### src/rtl/core/instruction_decode_timing_assert.svh
// ----------------------------------------------------------------------------
// Instruction decode timing assertion macros
// Shared concurrent assertion forms for the decoder, clocked on clk and
// disabled while rst is high.
// ----------------------------------------------------------------------------
`ifndef INSTRUCTION_DECODE_TIMING_ASSERT_SVH
`define INSTRUCTION_DECODE_TIMING_ASSERT_SVH

// Same-cycle implication.
`define IDT_ASSERT_NOW(label, ante, cons) \
  label: assert property (@(posedge clk) disable iff (rst) (ante) |-> (cons)) \
    else $error("instruction decode timing: same-cycle check failed");

// Next-cycle implication.
`define IDT_ASSERT_NEXT(label, ante, cons) \
  label: assert property (@(posedge clk) disable iff (rst) (ante) |=> (cons)) \
    else $error("instruction decode timing: next-cycle check failed");

`endif

### src/rtl/core/idt_pkg.sv
// ----------------------------------------------------------------------------
// Instruction decode timing package
// Field widths, instruction classes, addressing mode codes and the mode
// decode helpers shared by the decoder and its channel interfaces.
// ----------------------------------------------------------------------------
`default_nettype none

package idt_pkg;

  localparam int unsigned ADDR_W = 16;
  localparam int unsigned WORD_W = 16;

  localparam logic [1:0] KIND_INVALID = 2'd0;
  localparam logic [1:0] KIND_FMT1    = 2'd1;
  localparam logic [1:0] KIND_FMT2    = 2'd2;
  localparam logic [1:0] KIND_JUMP    = 2'd3;

  localparam logic [3:0] MODE_REG  = 4'd0;
  localparam logic [3:0] MODE_IDX  = 4'd1;
  localparam logic [3:0] MODE_SYM  = 4'd2;
  localparam logic [3:0] MODE_ABS  = 4'd3;
  localparam logic [3:0] MODE_IND  = 4'd4;
  localparam logic [3:0] MODE_AINC = 4'd5;
  localparam logic [3:0] MODE_IMM  = 4'd6;
  localparam logic [3:0] MODE_C0   = 4'd7;
  localparam logic [3:0] MODE_C1   = 4'd8;
  localparam logic [3:0] MODE_C2   = 4'd9;
  localparam logic [3:0] MODE_C4   = 4'd10;
  localparam logic [3:0] MODE_C8   = 4'd11;
  localparam logic [3:0] MODE_CN1  = 4'd12;

  localparam logic [1:0] AS_REG  = 2'd0;
  localparam logic [1:0] AS_IDX  = 2'd1;
  localparam logic [1:0] AS_IND  = 2'd2;
  localparam logic [1:0] AS_AINC = 2'd3;

  localparam logic [3:0] REG_PC = 4'd0;
  localparam logic [3:0] REG_SP = 4'd1;
  localparam logic [3:0] REG_SR = 4'd2;
  localparam logic [3:0] REG_CG = 4'd3;

  localparam logic [3:0] OP_MOV  = 4'd4;
  localparam logic [3:0] OP_DADD = 4'd10;

  localparam logic [2:0] F2_PUSH    = 3'd4;
  localparam logic [2:0] F2_CALL    = 3'd5;
  localparam logic [2:0] F2_RETI    = 3'd6;
  localparam logic [2:0] F2_INVALID = 3'd7;

  localparam logic [2:0] FLOW_NONE   = 3'b000;
  localparam logic [2:0] FLOW_BRANCH = 3'b001;
  localparam logic [2:0] FLOW_RETURN = 3'b010;
  localparam logic [2:0] FLOW_CALL   = 3'b100;

  function automatic logic [3:0] decode_mode(input logic [1:0] as_bits,
                                             input logic [3:0] r);
    logic [3:0] m;
    m = MODE_REG;
    unique case (as_bits)
      AS_REG: begin
        m = (r == REG_CG) ? MODE_C0 : MODE_REG;
      end
      AS_IDX: begin
        if (r == REG_SR) m = MODE_ABS;
        else if (r == REG_PC) m = MODE_SYM;
        else if (r == REG_CG) m = MODE_C1;
        else m = MODE_IDX;
      end
      AS_IND: begin
        if (r == REG_CG) m = MODE_C2;
        else if (r == REG_SR) m = MODE_C4;
        else m = MODE_IND;
      end
      AS_AINC: begin
        if (r == REG_PC) m = MODE_IMM;
        else if (r == REG_SR) m = MODE_C8;
        else if (r == REG_CG) m = MODE_CN1;
        else m = MODE_AINC;
      end
      default: m = MODE_REG;
    endcase
    return m;
  endfunction

  function automatic logic needs_ext(input logic [3:0] m);
    return (m == MODE_IDX) || (m == MODE_SYM) || (m == MODE_ABS) || (m == MODE_IMM);
  endfunction

  function automatic logic reg_or_const(input logic [3:0] m);
    return (m == MODE_REG) || (m >= MODE_C0);
  endfunction

endpackage

`default_nettype wire

### src/rtl/core/idt_in_if.sv
// ----------------------------------------------------------------------------
// Instruction decode timing input channel
// Carries the instruction address and its first word, one per beat.
// ----------------------------------------------------------------------------
`default_nettype none

interface idt_in_if import idt_pkg::*; ();
  logic              valid;
  logic              ready;
  logic [ADDR_W-1:0] insn_addr;
  logic [WORD_W-1:0] header_word;

  modport source (output valid, output insn_addr, output header_word, input ready);
  modport sink (input valid, input insn_addr, input header_word, output ready);
endinterface

`default_nettype wire

### src/rtl/core/idt_out_if.sv
// ----------------------------------------------------------------------------
// Instruction decode timing result channel
// Carries one decoded instruction header per beat.
// ----------------------------------------------------------------------------
`default_nettype none

interface idt_out_if import idt_pkg::*; ();
  logic              valid;
  logic              ready;
  logic [1:0]        insn_kind;
  logic [3:0]        op_code;
  logic              byte_op;
  logic [3:0]        src_reg;
  logic [3:0]        src_mode;
  logic [3:0]        dst_reg;
  logic [3:0]        dst_mode;
  logic [1:0]        length_words;
  logic [3:0]        cycle_count;
  logic [2:0]        flow_flags;
  logic [ADDR_W-1:0] jump_target;

  modport source (output valid, output insn_kind, output op_code, output byte_op,
                  output src_reg, output src_mode, output dst_reg, output dst_mode,
                  output length_words, output cycle_count, output flow_flags,
                  output jump_target, input ready);
  modport sink (input valid, input insn_kind, input op_code, input byte_op,
                input src_reg, input src_mode, input dst_reg, input dst_mode,
                input length_words, input cycle_count, input flow_flags,
                input jump_target, output ready);
endinterface

`default_nettype wire

### src/rtl/core/idt_cfg_if.sv
// ----------------------------------------------------------------------------
// Instruction decode timing configuration channel
// Carries a write of the memory penalty register, one per beat.
// ----------------------------------------------------------------------------
`default_nettype none

interface idt_cfg_if import idt_pkg::*; ();
  logic       valid;
  logic       ready;
  logic [1:0] rom_penalty;

  modport source (output valid, output rom_penalty, input ready);
  modport sink (input valid, input rom_penalty, output ready);
endinterface

`default_nettype wire

### src/rtl/core/instruction_decode_timing.sv
// ----------------------------------------------------------------------------
// Instruction decode timing
// Decodes the first word of a 16-bit instruction into its class, registers,
// addressing modes, length, cycle count, flow flags and jump target.
// ----------------------------------------------------------------------------
// The insn_ch channel takes one beat per instruction: its byte address and
// the first instruction word. The result_ch channel returns one beat per
// instruction, in order. The cfg channel writes the memory penalty added by
// the timing table; it is always ready and should be written only while no
// instruction is in flight.
// The decoder is a three-stage pipeline: classification, field and mode
// decode, then timing, flags and jump target into the output register.
// A result passes through the s1, s2 and s3 registers before it appears, and
// one instruction can be accepted every cycle while result_ch takes results.
// Each stage holds its beat while the stage after it is full and stalled,
// so empty stages still fill while result_ch is stalled; insn_ch drops
// ready only when all three stages hold beats and the output is not taken.
// Reset (rst, synchronous) empties the pipeline and clears the penalty.
// ----------------------------------------------------------------------------
`default_nettype none

module instruction_decode_timing import idt_pkg::*; (
  input logic      clk,
  input logic      rst,
  idt_in_if.sink   insn_ch,
  idt_cfg_if.sink  cfg,
  idt_out_if.source result_ch
);

  typedef struct packed {
    logic [1:0]        kind;
    logic [ADDR_W-1:0] addr;
    logic [WORD_W-1:0] word;
  } s1_t;

  typedef struct packed {
    logic [1:0]        kind;
    logic [3:0]        op;
    logic              bop;
    logic [3:0]        sreg;
    logic [3:0]        smode;
    logic [3:0]        dreg;
    logic [3:0]        dmode;
    logic [1:0]        len;
    logic              dmem;
    logic              pc_op;
    logic [ADDR_W-1:0] addr;
    logic [ADDR_W-1:0] offs;
  } s2_t;

  typedef struct packed {
    logic [1:0]        kind;
    logic [3:0]        op;
    logic              bop;
    logic [3:0]        sreg;
    logic [3:0]        smode;
    logic [3:0]        dreg;
    logic [3:0]        dmode;
    logic [1:0]        len;
    logic [3:0]        cyc;
    logic [2:0]        flags;
    logic [ADDR_W-1:0] tgt;
  } s3_t;

  logic [1:0] rom_penalty;
  logic       v1, v2, v3;
  logic       rdy1, rdy2, rdy3;
  s1_t        s1, s1_next;
  s2_t        s2, s2_next;
  s3_t        s3, s3_next;

  assign rdy3 = !v3 || result_ch.ready;
  assign rdy2 = !v2 || rdy3;
  assign rdy1 = !v1 || rdy2;

  assign insn_ch.ready = rdy1;
  assign cfg.ready     = 1'b1;

  always_ff @(posedge clk) begin
    if (rst) begin
      rom_penalty <= 2'd0;
    end else if (cfg.valid) begin
      rom_penalty <= cfg.rom_penalty;
    end
  end

  always_comb begin
    s1_next      = '0;
    s1_next.addr = insn_ch.insn_addr;
    s1_next.word = insn_ch.header_word;
    if (insn_ch.header_word[15:13] == 3'd1) begin
      s1_next.kind = KIND_JUMP;
    end else if (insn_ch.header_word[15:10] == 6'd4) begin
      s1_next.kind = (insn_ch.header_word[9:7] == F2_INVALID) ? KIND_INVALID : KIND_FMT2;
    end else if (insn_ch.header_word[15:12] >= 4'd4) begin
      s1_next.kind = KIND_FMT1;
    end else begin
      s1_next.kind = KIND_INVALID;
    end
  end

  always_comb begin
    s2_next      = '0;
    s2_next.kind = s1.kind;
    s2_next.addr = s1.addr;
    s2_next.len  = 2'd1;
    case (s1.kind)
      KIND_JUMP: begin
        s2_next.op   = {1'b0, s1.word[12:10]};
        s2_next.offs = {{6{s1.word[9]}}, s1.word[9:0]};
      end
      KIND_FMT2: begin
        s2_next.op    = {1'b0, s1.word[9:7]};
        s2_next.bop   = s1.word[6];
        s2_next.sreg  = s1.word[3:0];
        s2_next.smode = decode_mode(s1.word[5:4], s1.word[3:0]);
        s2_next.len   = needs_ext(s2_next.smode) ? 2'd2 : 2'd1;
        s2_next.pc_op = (s1.word[9:7] == F2_PUSH) || (s1.word[9:7] == F2_CALL);
      end
      KIND_FMT1: begin
        s2_next.op    = s1.word[15:12];
        s2_next.bop   = s1.word[6];
        s2_next.sreg  = s1.word[11:8];
        s2_next.smode = decode_mode(s1.word[5:4], s1.word[11:8]);
        s2_next.dreg  = s1.word[3:0];
        s2_next.dmode = decode_mode({1'b0, s1.word[7]}, s1.word[3:0]);
        s2_next.dmem  = s1.word[7];
        s2_next.len   = 2'd1 + {1'b0, needs_ext(s2_next.smode)}
                        + {1'b0, needs_ext(s2_next.dmode)};
      end
      default: begin
        s2_next.len = 2'd1;
      end
    endcase
  end

  always_comb begin
    logic [3:0] rp;
    logic       rc;
    logic       ext3;
    logic       dpc;
    rp   = {2'b00, rom_penalty};
    rc   = reg_or_const(s2.smode);
    ext3 = (s2.smode == MODE_IDX) || (s2.smode == MODE_SYM) || (s2.smode == MODE_ABS);
    dpc  = (s2.dreg == REG_PC);

    s3_next       = '0;
    s3_next.kind  = s2.kind;
    s3_next.op    = s2.op;
    s3_next.bop   = s2.bop;
    s3_next.sreg  = s2.sreg;
    s3_next.smode = s2.smode;
    s3_next.dreg  = s2.dreg;
    s3_next.dmode = s2.dmode;
    s3_next.len   = s2.len;
    case (s2.kind)
      KIND_JUMP: begin
        s3_next.cyc   = 4'd2;
        s3_next.flags = FLOW_BRANCH;
        s3_next.tgt   = s2.addr + 16'd2 + {s2.offs[14:0], 1'b0};
      end
      KIND_FMT2: begin
        if (rc) begin
          s3_next.cyc = s2.pc_op ? 4'd3 + rp : 4'd1;
        end else if (ext3) begin
          s3_next.cyc = s2.pc_op ? 4'd5 + rp : 4'd4 + rp;
        end else if ((s2.smode == MODE_IND) || (s2.smode == MODE_AINC)) begin
          s3_next.cyc = s2.pc_op ? 4'd4 + rp : 4'd3 + rp;
        end else begin
          s3_next.cyc = s2.pc_op ? 4'd4 + rp : 4'd0;
        end
        if (s2.op[2:0] == F2_CALL) begin
          s3_next.flags = FLOW_BRANCH | FLOW_CALL;
        end else if (s2.op[2:0] == F2_RETI) begin
          s3_next.flags = FLOW_BRANCH;
        end else begin
          s3_next.flags = FLOW_NONE;
        end
      end
      KIND_FMT1: begin
        if (rc) begin
          s3_next.cyc = s2.dmem ? 4'd4 + rp : (dpc ? 4'd2 : 4'd1);
        end else if (ext3) begin
          s3_next.cyc = s2.dmem ? 4'd6 + rp : (dpc ? 4'd4 : 4'd3);
        end else begin
          s3_next.cyc = s2.dmem ? 4'd5 + rp : (dpc ? 4'd3 : 4'd2);
        end
        if (s2.op == OP_DADD) begin
          s3_next.cyc = s3_next.cyc + 4'd1;
        end
        if (dpc && (s2.op == OP_MOV)) begin
          s3_next.flags = FLOW_BRANCH;
          if ((s2.smode == MODE_AINC) && (s2.sreg == REG_SP)) begin
            s3_next.flags = FLOW_BRANCH | FLOW_RETURN;
          end
        end
      end
      default: begin
        s3_next.cyc = 4'd0;
      end
    endcase
  end

  always_ff @(posedge clk) begin
    if (rst) begin
      v1 <= 1'b0;
      v2 <= 1'b0;
      v3 <= 1'b0;
    end else begin
      if (rdy1) v1 <= insn_ch.valid;
      if (rdy2) v2 <= v1;
      if (rdy3) v3 <= v2;
    end
  end

  always_ff @(posedge clk) begin
    if (rdy1 && insn_ch.valid) s1 <= s1_next;
    if (rdy2 && v1) s2 <= s2_next;
    if (rdy3 && v2) s3 <= s3_next;
  end

  assign result_ch.valid        = v3;
  assign result_ch.insn_kind    = s3.kind;
  assign result_ch.op_code      = s3.op;
  assign result_ch.byte_op      = s3.bop;
  assign result_ch.src_reg      = s3.sreg;
  assign result_ch.src_mode     = s3.smode;
  assign result_ch.dst_reg      = s3.dreg;
  assign result_ch.dst_mode     = s3.dmode;
  assign result_ch.length_words = s3.len;
  assign result_ch.cycle_count  = s3.cyc;
  assign result_ch.flow_flags   = s3.flags;
  assign result_ch.jump_target  = s3.tgt;

`include "instruction_decode_timing_assert.svh"

  `IDT_ASSERT_NOW(a_full_when_blocked, !insn_ch.ready, v1 && v2 && v3 && !result_ch.ready)
  `IDT_ASSERT_NEXT(a_mid_stage_holds, v2 && !rdy3, v2)
  `IDT_ASSERT_NOW(a_invalid_is_empty, v3 && (s3.kind == KIND_INVALID),
                  (s3.len == 2'd1) && (s3.cyc == 4'd0) && (s3.flags == FLOW_NONE))
  `IDT_ASSERT_NOW(a_target_only_jump, v3 && (s3.kind != KIND_JUMP), s3.tgt == '0)

endmodule

`default_nettype wire

### src/flat_wrapper.sv
// flat-port wrapper written by rule: the top's interface ports become plain ports
module instruction_decode_timing_flat import idt_pkg::*;
  (clk, rst, insn_ch_valid, insn_ch_insn_addr, insn_ch_header_word, insn_ch_ready, cfg_valid, cfg_rom_penalty, cfg_ready, result_ch_valid, result_ch_insn_kind, result_ch_op_code, result_ch_byte_op, result_ch_src_reg, result_ch_src_mode, result_ch_dst_reg, result_ch_dst_mode, result_ch_length_words, result_ch_cycle_count, result_ch_flow_flags, result_ch_jump_target, result_ch_ready);
  idt_in_if insn_ch_i ();
  idt_cfg_if cfg_i ();
  idt_out_if result_ch_i ();
  input logic clk;
  input logic rst;
  input wire logic [$bits(insn_ch_i.valid)-1:0] insn_ch_valid;
  input wire logic [$bits(insn_ch_i.insn_addr)-1:0] insn_ch_insn_addr;
  input wire logic [$bits(insn_ch_i.header_word)-1:0] insn_ch_header_word;
  output wire logic [$bits(insn_ch_i.ready)-1:0] insn_ch_ready;
  input wire logic [$bits(cfg_i.valid)-1:0] cfg_valid;
  input wire logic [$bits(cfg_i.rom_penalty)-1:0] cfg_rom_penalty;
  output wire logic [$bits(cfg_i.ready)-1:0] cfg_ready;
  output wire logic [$bits(result_ch_i.valid)-1:0] result_ch_valid;
  output wire logic [$bits(result_ch_i.insn_kind)-1:0] result_ch_insn_kind;
  output wire logic [$bits(result_ch_i.op_code)-1:0] result_ch_op_code;
  output wire logic [$bits(result_ch_i.byte_op)-1:0] result_ch_byte_op;
  output wire logic [$bits(result_ch_i.src_reg)-1:0] result_ch_src_reg;
  output wire logic [$bits(result_ch_i.src_mode)-1:0] result_ch_src_mode;
  output wire logic [$bits(result_ch_i.dst_reg)-1:0] result_ch_dst_reg;
  output wire logic [$bits(result_ch_i.dst_mode)-1:0] result_ch_dst_mode;
  output wire logic [$bits(result_ch_i.length_words)-1:0] result_ch_length_words;
  output wire logic [$bits(result_ch_i.cycle_count)-1:0] result_ch_cycle_count;
  output wire logic [$bits(result_ch_i.flow_flags)-1:0] result_ch_flow_flags;
  output wire logic [$bits(result_ch_i.jump_target)-1:0] result_ch_jump_target;
  input wire logic [$bits(result_ch_i.ready)-1:0] result_ch_ready;
  assign insn_ch_i.valid = insn_ch_valid;
  assign insn_ch_i.insn_addr = insn_ch_insn_addr;
  assign insn_ch_i.header_word = insn_ch_header_word;
  assign insn_ch_ready = insn_ch_i.ready;
  assign cfg_i.valid = cfg_valid;
  assign cfg_i.rom_penalty = cfg_rom_penalty;
  assign cfg_ready = cfg_i.ready;
  assign result_ch_valid = result_ch_i.valid;
  assign result_ch_insn_kind = result_ch_i.insn_kind;
  assign result_ch_op_code = result_ch_i.op_code;
  assign result_ch_byte_op = result_ch_i.byte_op;
  assign result_ch_src_reg = result_ch_i.src_reg;
  assign result_ch_src_mode = result_ch_i.src_mode;
  assign result_ch_dst_reg = result_ch_i.dst_reg;
  assign result_ch_dst_mode = result_ch_i.dst_mode;
  assign result_ch_length_words = result_ch_i.length_words;
  assign result_ch_cycle_count = result_ch_i.cycle_count;
  assign result_ch_flow_flags = result_ch_i.flow_flags;
  assign result_ch_jump_target = result_ch_i.jump_target;
  assign result_ch_i.ready = result_ch_ready;
  instruction_decode_timing u_core (.clk(clk), .rst(rst), .insn_ch(insn_ch_i), .cfg(cfg_i), .result_ch(result_ch_i));
endmodule
### config.mk
export PLATFORM = sky130hd
export DESIGN_NAME = instruction_decode_timing_flat
export DESIGN_NICKNAME = d
export VERILOG_FILES = /design/src/rtl/core/idt_pkg.sv /design/src/rtl/core/idt_in_if.sv /design/src/rtl/core/idt_out_if.sv /design/src/rtl/core/idt_cfg_if.sv /design/src/rtl/core/instruction_decode_timing.sv /design/src/flat_wrapper.sv
export VERILOG_INCLUDE_DIRS = /design/src /design/src/rtl/core
export SDC_FILE = /design/constraint.sdc
export NUM_CORES = 1
export LEC_CHECK = 0
export ABC_CLOCK_PERIOD_IN_PS = 7000
export BUFFER_PORTS_ARGS = -buffer_cell sky130_fd_sc_hd__buf_2
export CORE_UTILIZATION = 55
export CTS_CLUSTER_DIAMETER = 150
export CTS_CLUSTER_SIZE = 8
export DETAILED_ROUTE_END_ITERATION = 16
export PLACE_DENSITY = 0.81
export SLEW_MARGIN = 30
export SYNTH_ARGS = -nofsm -noshare
export SYNTH_HDL_FRONTEND = slang
export SYNTH_SLANG_ARGS = --single-unit
### constraint.sdc
create_clock -name clk -period 7 [get_ports clk]
set_clock_uncertainty 0.15 [all_clocks]
set_input_delay 0.7 -clock clk [delete_from_list [all_inputs] [get_ports clk]]
set_output_delay 0.7 -clock clk [all_outputs]
set_load 0.02 [all_outputs]
Word level (Yosys, flattened, before mapping) --
Cells that the tools add are included.
Word-level totals: register bits after elaboration 140, input bits 39, output and inout bits 51, logic and storage cells 166
Cells by class: add/sub/neg operators 9, $lt $le $gt $ge 2, equal/unequal tests 40, muxes and demuxes 54, bitwise gates (word level) 1, reduce and logical (&&, ||, !) cells 30
Operators by type and width (number):
- $mux 4 | 33
- $eq 4x2->1 const B | 12
- $pmux 4 s4 | 2
- $eq 4x3->1 const B | 6
- $pmux 4 s3 | 2
- $eq 4x1->1 const B | 5
- $pmux 9 s2 | 1
- $logic_or 1x1->1 | 17
- $add 16x16->16 | 1
- $add 16x2->16 const B | 1
- $logic_not 4->1 | 4
- $eq 3x3->1 const B | 5
- $add 3x2->4 const A | 3
- $eq 2x2->1 const B | 6
- $mux 2 | 6
- $mux 3 | 4
- $pmux 3 s3 | 1
- $ge 4x3->1 const B | 2
- $pmux 4 s2 | 1
- $eq 2x1->1 const B | 3
- $eq 6x3->1 const B | 1
- $logic_and 1x1->1 | 5
- $add 4x1->4 const B | 1
- $eq 4x4->1 const B | 1
- 9 further kinds | 13

Longest topological paths before layout --
depth after elaboration 13, gate-level depth with buffers 11, mapped depth without buffers 10

Worst setup path after synthesis --
Ideal clock, no wire load.
kind input-to-reg, start input result_ch_ready, end register u_core.s2[0] in the netlist's numbering (enable), library setup time 0.545 ns, data arrival time 4.669 ns, slack 1.637 ns, cell stages on the path 2, buffers on the path 0, cells stage by stage nor2b_1 -> a21boi_0
Between the ends: cells in the longest elaborated chain, start to end 3
RTL lines:
- start, declared | line flat_wrapper.sv:28 | input wire logic [$bits(result_ch_i.ready)-1:0] result_ch_ready;
- $logic_or 1x1->1 | line instruction_decode_timing.sv:72 | assign rdy3 = !v3 || result_ch.ready;
- $logic_or 1x1->1 | line instruction_decode_timing.sv:73 | assign rdy2 = !v2 || rdy3;
- $logic_and 1x1->1 | line instruction_decode_timing.sv:218 | if (rdy2 && v1) s2 <= s2_next;
- end signal, assigned | line instruction_decode_timing.sv:218
- end, declared | line instruction_decode_timing.sv:69 | s2_t s2, s2_next;
Every way passes these cells. A chain may end at the register's enable or synchronous reset.

Final worst setup path --
start input result_ch_ready, end output insn_ch_ready
Between the ends: cells in the longest elaborated chain, start to end 3
RTL lines:
- $logic_or 1x1->1 | line instruction_decode_timing.sv:72
- $logic_or 1x1->1 | line instruction_decode_timing.sv:73
- $logic_or 1x1->1 | line instruction_decode_timing.sv:74 | assign rdy1 = !v1 || rdy2;
- end, declared | line flat_wrapper.sv:12 | output wire logic [$bits(insn_ch_i.ready)-1:0] insn_ch_ready;
Every way passes these cells.

==> impl_metrics.prom <==
# TYPE chip_impl_metric gauge
chip_impl_metric{name="post_cts_resize_count",unit=""} 0
chip_impl_metric{name="synth-seq-cells",unit=""} 140
chip_impl_metric{name="globalRoute.totalOverflow",unit=""} 0
chip_impl_metric{name="routed_wirelength",unit="um"} 12640
chip_impl_metric{name="grt_start_max_net_pins",unit=""} 54
chip_impl_metric{name="mapped_cells",unit=""} 486
chip_impl_metric{name="design.die.area",unit="sq mm"} 0.01227
chip_impl_metric{name="synth-edff-count",unit=""} 135
chip_impl_metric{name="count_of_non_filler_cells_in_the_finished_layout",unit=""} 730
chip_impl_metric{name="p_per_area",unit="mW/mm^2"} 269.0
chip_impl_metric{name="rows",unit=""} 39
chip_impl_metric{name="largest_reg_flops",unit=""} 53
chip_impl_metric{name="grt_pass1_wl",unit="um"} 20600
chip_impl_metric{name="timing.critical_path.fanout_max",unit=""} 6
chip_impl_metric{name="numCtsBuffers",unit=""} 17
chip_impl_info{name="top_layer",value="met4"} 1
chip_impl_metric{name="clock_insertion_delay_worst_skew",unit="ps"} 420
chip_impl_metric{name="slew_viol_final",unit=""} 0
chip_impl_metric{name="count_of_unresolved_drc_violations_after_routing",unit=""} 0
chip_impl_metric{name="critical_path_arrival",unit="ps"} 1840
chip_impl_metric{name="die_w",unit="um"} 110.8
chip_impl_metric{name="antenna_cells_inserted",unit=""} 0
chip_impl_info{name="clockRootBuffer",value="sky130_fd_sc_hd__clkbuf_16"} 1
chip_impl_metric{name="core-area",unit="sq mm"} 0.01147
chip_impl_metric{name="initial_utilization",unit="%"} 56.73
chip_impl_metric{name="vias_per_cell",unit=""} 5.827
chip_impl_info{name="crit-reg2reg-capture",value="u_core.result_ch.jump_target[12]$_SDFFCE_PN0P_"} 1
chip_impl_metric{name="p_leak",unit="nW"} 2.918
chip_impl_info{name="most_instantiated_flip_flop_cell_in_the_synthesis_netlist",value="sky130_fd_sc_hd__edfxtp_1"} 1
chip_impl_metric{name="clkTransAtPathRegs",unit="ps"} 60
chip_impl_metric{name="finalHoldViolations",unit=""} 0
chip_impl_metric{name="design.final.nets",unit=""} 651
chip_impl_metric{name="final.period_utilization",unit="%"} 38.37
chip_impl_metric{name="synth_cell_type_count",unit=""} 64
chip_impl_metric{name="timing_worst_slew_pin_value",unit="ps"} 800.9
chip_impl_info{name="cp-endpoint",value="insn_ch_ready"} 1
chip_impl_metric{name="relSlewSlack",unit="%"} 46.49
chip_impl_metric{name="synth-async-reset-ratio",unit="%"} 0
chip_impl_metric{name="setup_tns",unit="ps"} 0
chip_impl_info{name="setup.worst_path.end_class",value="primary output"} 1
chip_impl_metric{name="worst-r2r-cell-count",unit=""} 8
chip_impl_metric{name="cts_setup_buffers",unit=""} 0
chip_impl_metric{name="switching_share",unit="%"} 24.44
chip_impl_metric{name="numPortBuffers",unit=""} 88
chip_impl_info{name="worstReg2RegStart",value="u_core.s2[1]$_SDFFCE_PN0P_"} 1
chip_impl_metric{name="num_vias",unit=""} 4254
chip_impl_info{name="classification_of_the_worst_setup_path",value="input pin to primary output"} 1
chip_impl_metric{name="area_added_between_synthesis_and_finish",unit="%"} 17.58
chip_impl_metric{name="clock_tree.buffer_depth",unit=""} 2
chip_impl_metric{name="seqPwrFrac",unit="%"} 49.3
chip_impl_metric{name="met1_length",unit="um"} 5741
chip_impl_metric{name="worst_ir_drop_vdd",unit="mV"} 0.2139
chip_impl_metric{name="post_synth_instance_area",unit="sq mm"} 0.006505
chip_impl_metric{name="hold_buffers",unit=""} 0
chip_impl_info{name="most-common-layout-cells",value="sky130_fd_sc_hd__edfxtp_1 (135), sky130_fd_sc_hd__buf_2 (88), sky130_fd_sc_hd__ha_1 (37)"} 1
chip_impl_info{name="worst_hold_path_type",value="flop to flop"} 1
chip_impl_metric{name="synthesized_netlist_net_count",unit=""} 563
chip_impl_metric{name="synth_warnings",unit=""} 0
chip_impl_metric{name="antenna_found_initial",unit=""} 0
chip_impl_metric{name="finalWeightedCongestion",unit=""} 0.8549
chip_impl_metric{name="max-cap-violations",unit=""} 0
chip_impl_metric{name="switchingPower",unit="W"} 0.0005029
chip_impl_metric{name="pin_count",unit=""} 90
chip_impl_metric{name="fillCellCount",unit=""} 780
chip_impl_metric{name="seqCellArea",unit="sq mm"} 0.004154
chip_impl_metric{name="placed_cells",unit=""} 698
chip_impl_metric{name="drive_above_1_share",unit="%"} 24.19
chip_impl_info{name="worst_setup_path_start_kind",value="input pin"} 1
chip_impl_metric{name="pwr-share-clk",unit="%"} 39.9
chip_impl_info{name="setup_repair_after_global_routing_missed_its_margin",value="false"} 1
chip_impl_metric{name="first_global_vias",unit=""} 4067
chip_impl_metric{name="grt_usage",unit="%"} 21.89
chip_impl_metric{name="power.internal",unit="W"} 0.001555
chip_impl_metric{name="wire_length_per_cell",unit="um"} 17.32
chip_impl_metric{name="die_extent_in_y",unit="um"} 110.8
chip_impl_metric{name="met3RoutedLength",unit="um"} 679
chip_impl_metric{name="maxClockFrequency",unit="MHz"} 372.3
chip_impl_info{name="crit_path_start",value="result_ch_ready"} 1
chip_impl_metric{name="post-route-min-period",unit="ps"} 2686
chip_impl_metric{name="met2_routed_wirelength",unit="um"} 6018
chip_impl_metric{name="crit_required",unit="ps"} 6150
chip_impl_metric{name="synth_seq_area_share",unit="%"} 63.86
chip_impl_info{name="top_register",value="u_core.s2"} 1
chip_impl_metric{name="detail_route.first_pass.iterations",unit=""} 5
chip_impl_metric{name="regToRegSetupSlack",unit="ps"} 4320
chip_impl_info{name="run_status",value="completed"} 1
chip_impl_metric{name="final_core_utilization",unit="%"} 66.70
chip_impl_metric{name="place.detailed.hpwl",unit="um"} 8765
chip_impl_metric{name="htreeDepth",unit=""} 4
chip_impl_info{name="clock_tree_from_tritoncts",value="done"} 1
chip_impl_metric{name="setup-violations-final",unit=""} 0
chip_impl_metric{name="dr.first_iter.drc_count",unit=""} 365
chip_impl_metric{name="area_taken_by_multi_input_logic_gates",unit="sq mm"} 0.002226
chip_impl_metric{name="pwr-share-comb",unit="%"} 10.8
chip_impl_info{name="final_common_cell",value="sky130_fd_sc_hd__edfxtp_1"} 1
chip_impl_metric{name="ant_nets",unit=""} 0
chip_impl_metric{name="clock_sinks",unit=""} 140
chip_impl_metric{name="synthesis.area_per_instance",unit="sq um"} 13.38
==> how the worst min path moves through the flow <==
| stage | endpoint | cells past startpoint | slack, ps | from |
|---|---|---|---|---|
| 3_3_place_gp | u_core.s2[24]$_DFFE_PP_ | 0 | 250 | u_core.s1[24]$_DFFE_PP_ |
| 6_report | u_core.s2[23]$_DFFE_PP_ | 0 | 270 | u_core.s1[23]$_DFFE_PP_ |
| 3_5_place_dp | u_core.result_ch.length_words[0]$_DFFE_PP_ | 0 | 260 | u_core.s2[34]$_DFFE_PP_ |
| 2_1_floorplan | u_core.result_ch.byte_op$_DFFE_PP_ | 0 | 250 | u_core.s2[52]$_DFFE_PP_ |
| 4_1_cts | u_core.s2[23]$_DFFE_PP_ | 0 | 270 | u_core.s1[23]$_DFFE_PP_ |
| 5_1_grt | u_core.s2[24]$_DFFE_PP_ | 0 | 270 | u_core.s1[24]$_DFFE_PP_ |
==> final cells by class <==
type	instances	area share, %
flip-flops and latches	140	54.31
inverters	18	0.8834
well taps	143	2.339
multi-input cells	306	29.10
repair buffers	91	6.151
clock inverters	15	1.652
clock buffers	17	5.562
==> cells by family after synthesis <==
logic type | after synthesis | synth area share, %
flops | 140 | 63.86
other cells | 1 | 0.05765
mux | 11 | 1.904
fa+ha+maj | 38 | 7.424
compound gates | 105 | 10.94
simple gates | 139 | 11.64
buf+inv | 40 | 2.443
xor+xnor | 12 | 1.731
==> critical path, cell delays in order <==
cell and delay (ps):
sky130_fd_sc_hd__buf_2 90, sky130_fd_sc_hd__nor2b_1 620, sky130_fd_sc_hd__nand3_1 210, sky130_fd_sc_hd__buf_2 210
==> per-layer routing <==
layer | vias to the layer above | global-route usage [%]
met2 | 168 | 33.87
met4 | 0 | 9.422
met5 | - | 0
met1 | 2041 | 29.72
met3 | 17 | 5.249
li1 | 2028 | -
==> synth_stat cells, drive strengths merged (4+ instances only) <==
cell | count | area share (%)
o21ai | 18 | 1.4
a22o | 4 | 0.54
nor3 | 5 | 0.38
edfxtp | 135 | 62
nand2 | 22 | 1.3
o21a | 5 | 0.58
and3 | 6 | 0.58
nand3 | 16 | 1.2
dfxtp | 5 | 1.5
a211oi | 4 | 0.46
nand2b | 4 | 0.38
a21oi | 25 | 1.9
o22ai | 7 | 0.87
clkbuf | 16 | 0.92
mux2i | 10 | 1.7
buf | 6 | 0.48
nor3b | 5 | 0.58
ha | 37 | 7.1
nor2 | 28 | 1.6
or3 | 5 | 0.48
a31oi | 7 | 0.67
xor2 | 5 | 0.79
nor2b | 12 | 1.2
xnor2 | 7 | 0.94
inv | 18 | 1.0
or2 | 5 | 0.48
and2 | 17 | 1.6
a22oi | 8 | 0.92
==> power by group through the flow <==
stage | combinational (W) | sequential, W | clock (W)
floorplan | 0.000164 | 0.00102 | 0
global placement | 0.000209 | 0.00103 | 0
detailed placement | 0.000219 | 0.00103 | 0
CTS | 0.000221 | 0.00101 | 0.000833
global route | 0.000246 | 0.00102 | 0.000874
finish | 0.000223 | 0.00102 | 0.000820
==> metrics by stage <==
step                hold slack (ps)  total power, W  cell area (sq um)  worst slack (ps)
finish                        266.6        0.002058               7649              4314
global route                  270.9        0.002140               7649              4183
CTS                           268.7        0.002069               7649              4326
detailed placement            255.4        0.001250               7097              4354
global placement              252.8        0.001239               7082              4456
floorplan                     250.3        0.001182               6505              1637
(Power assumes the default switching activity.)
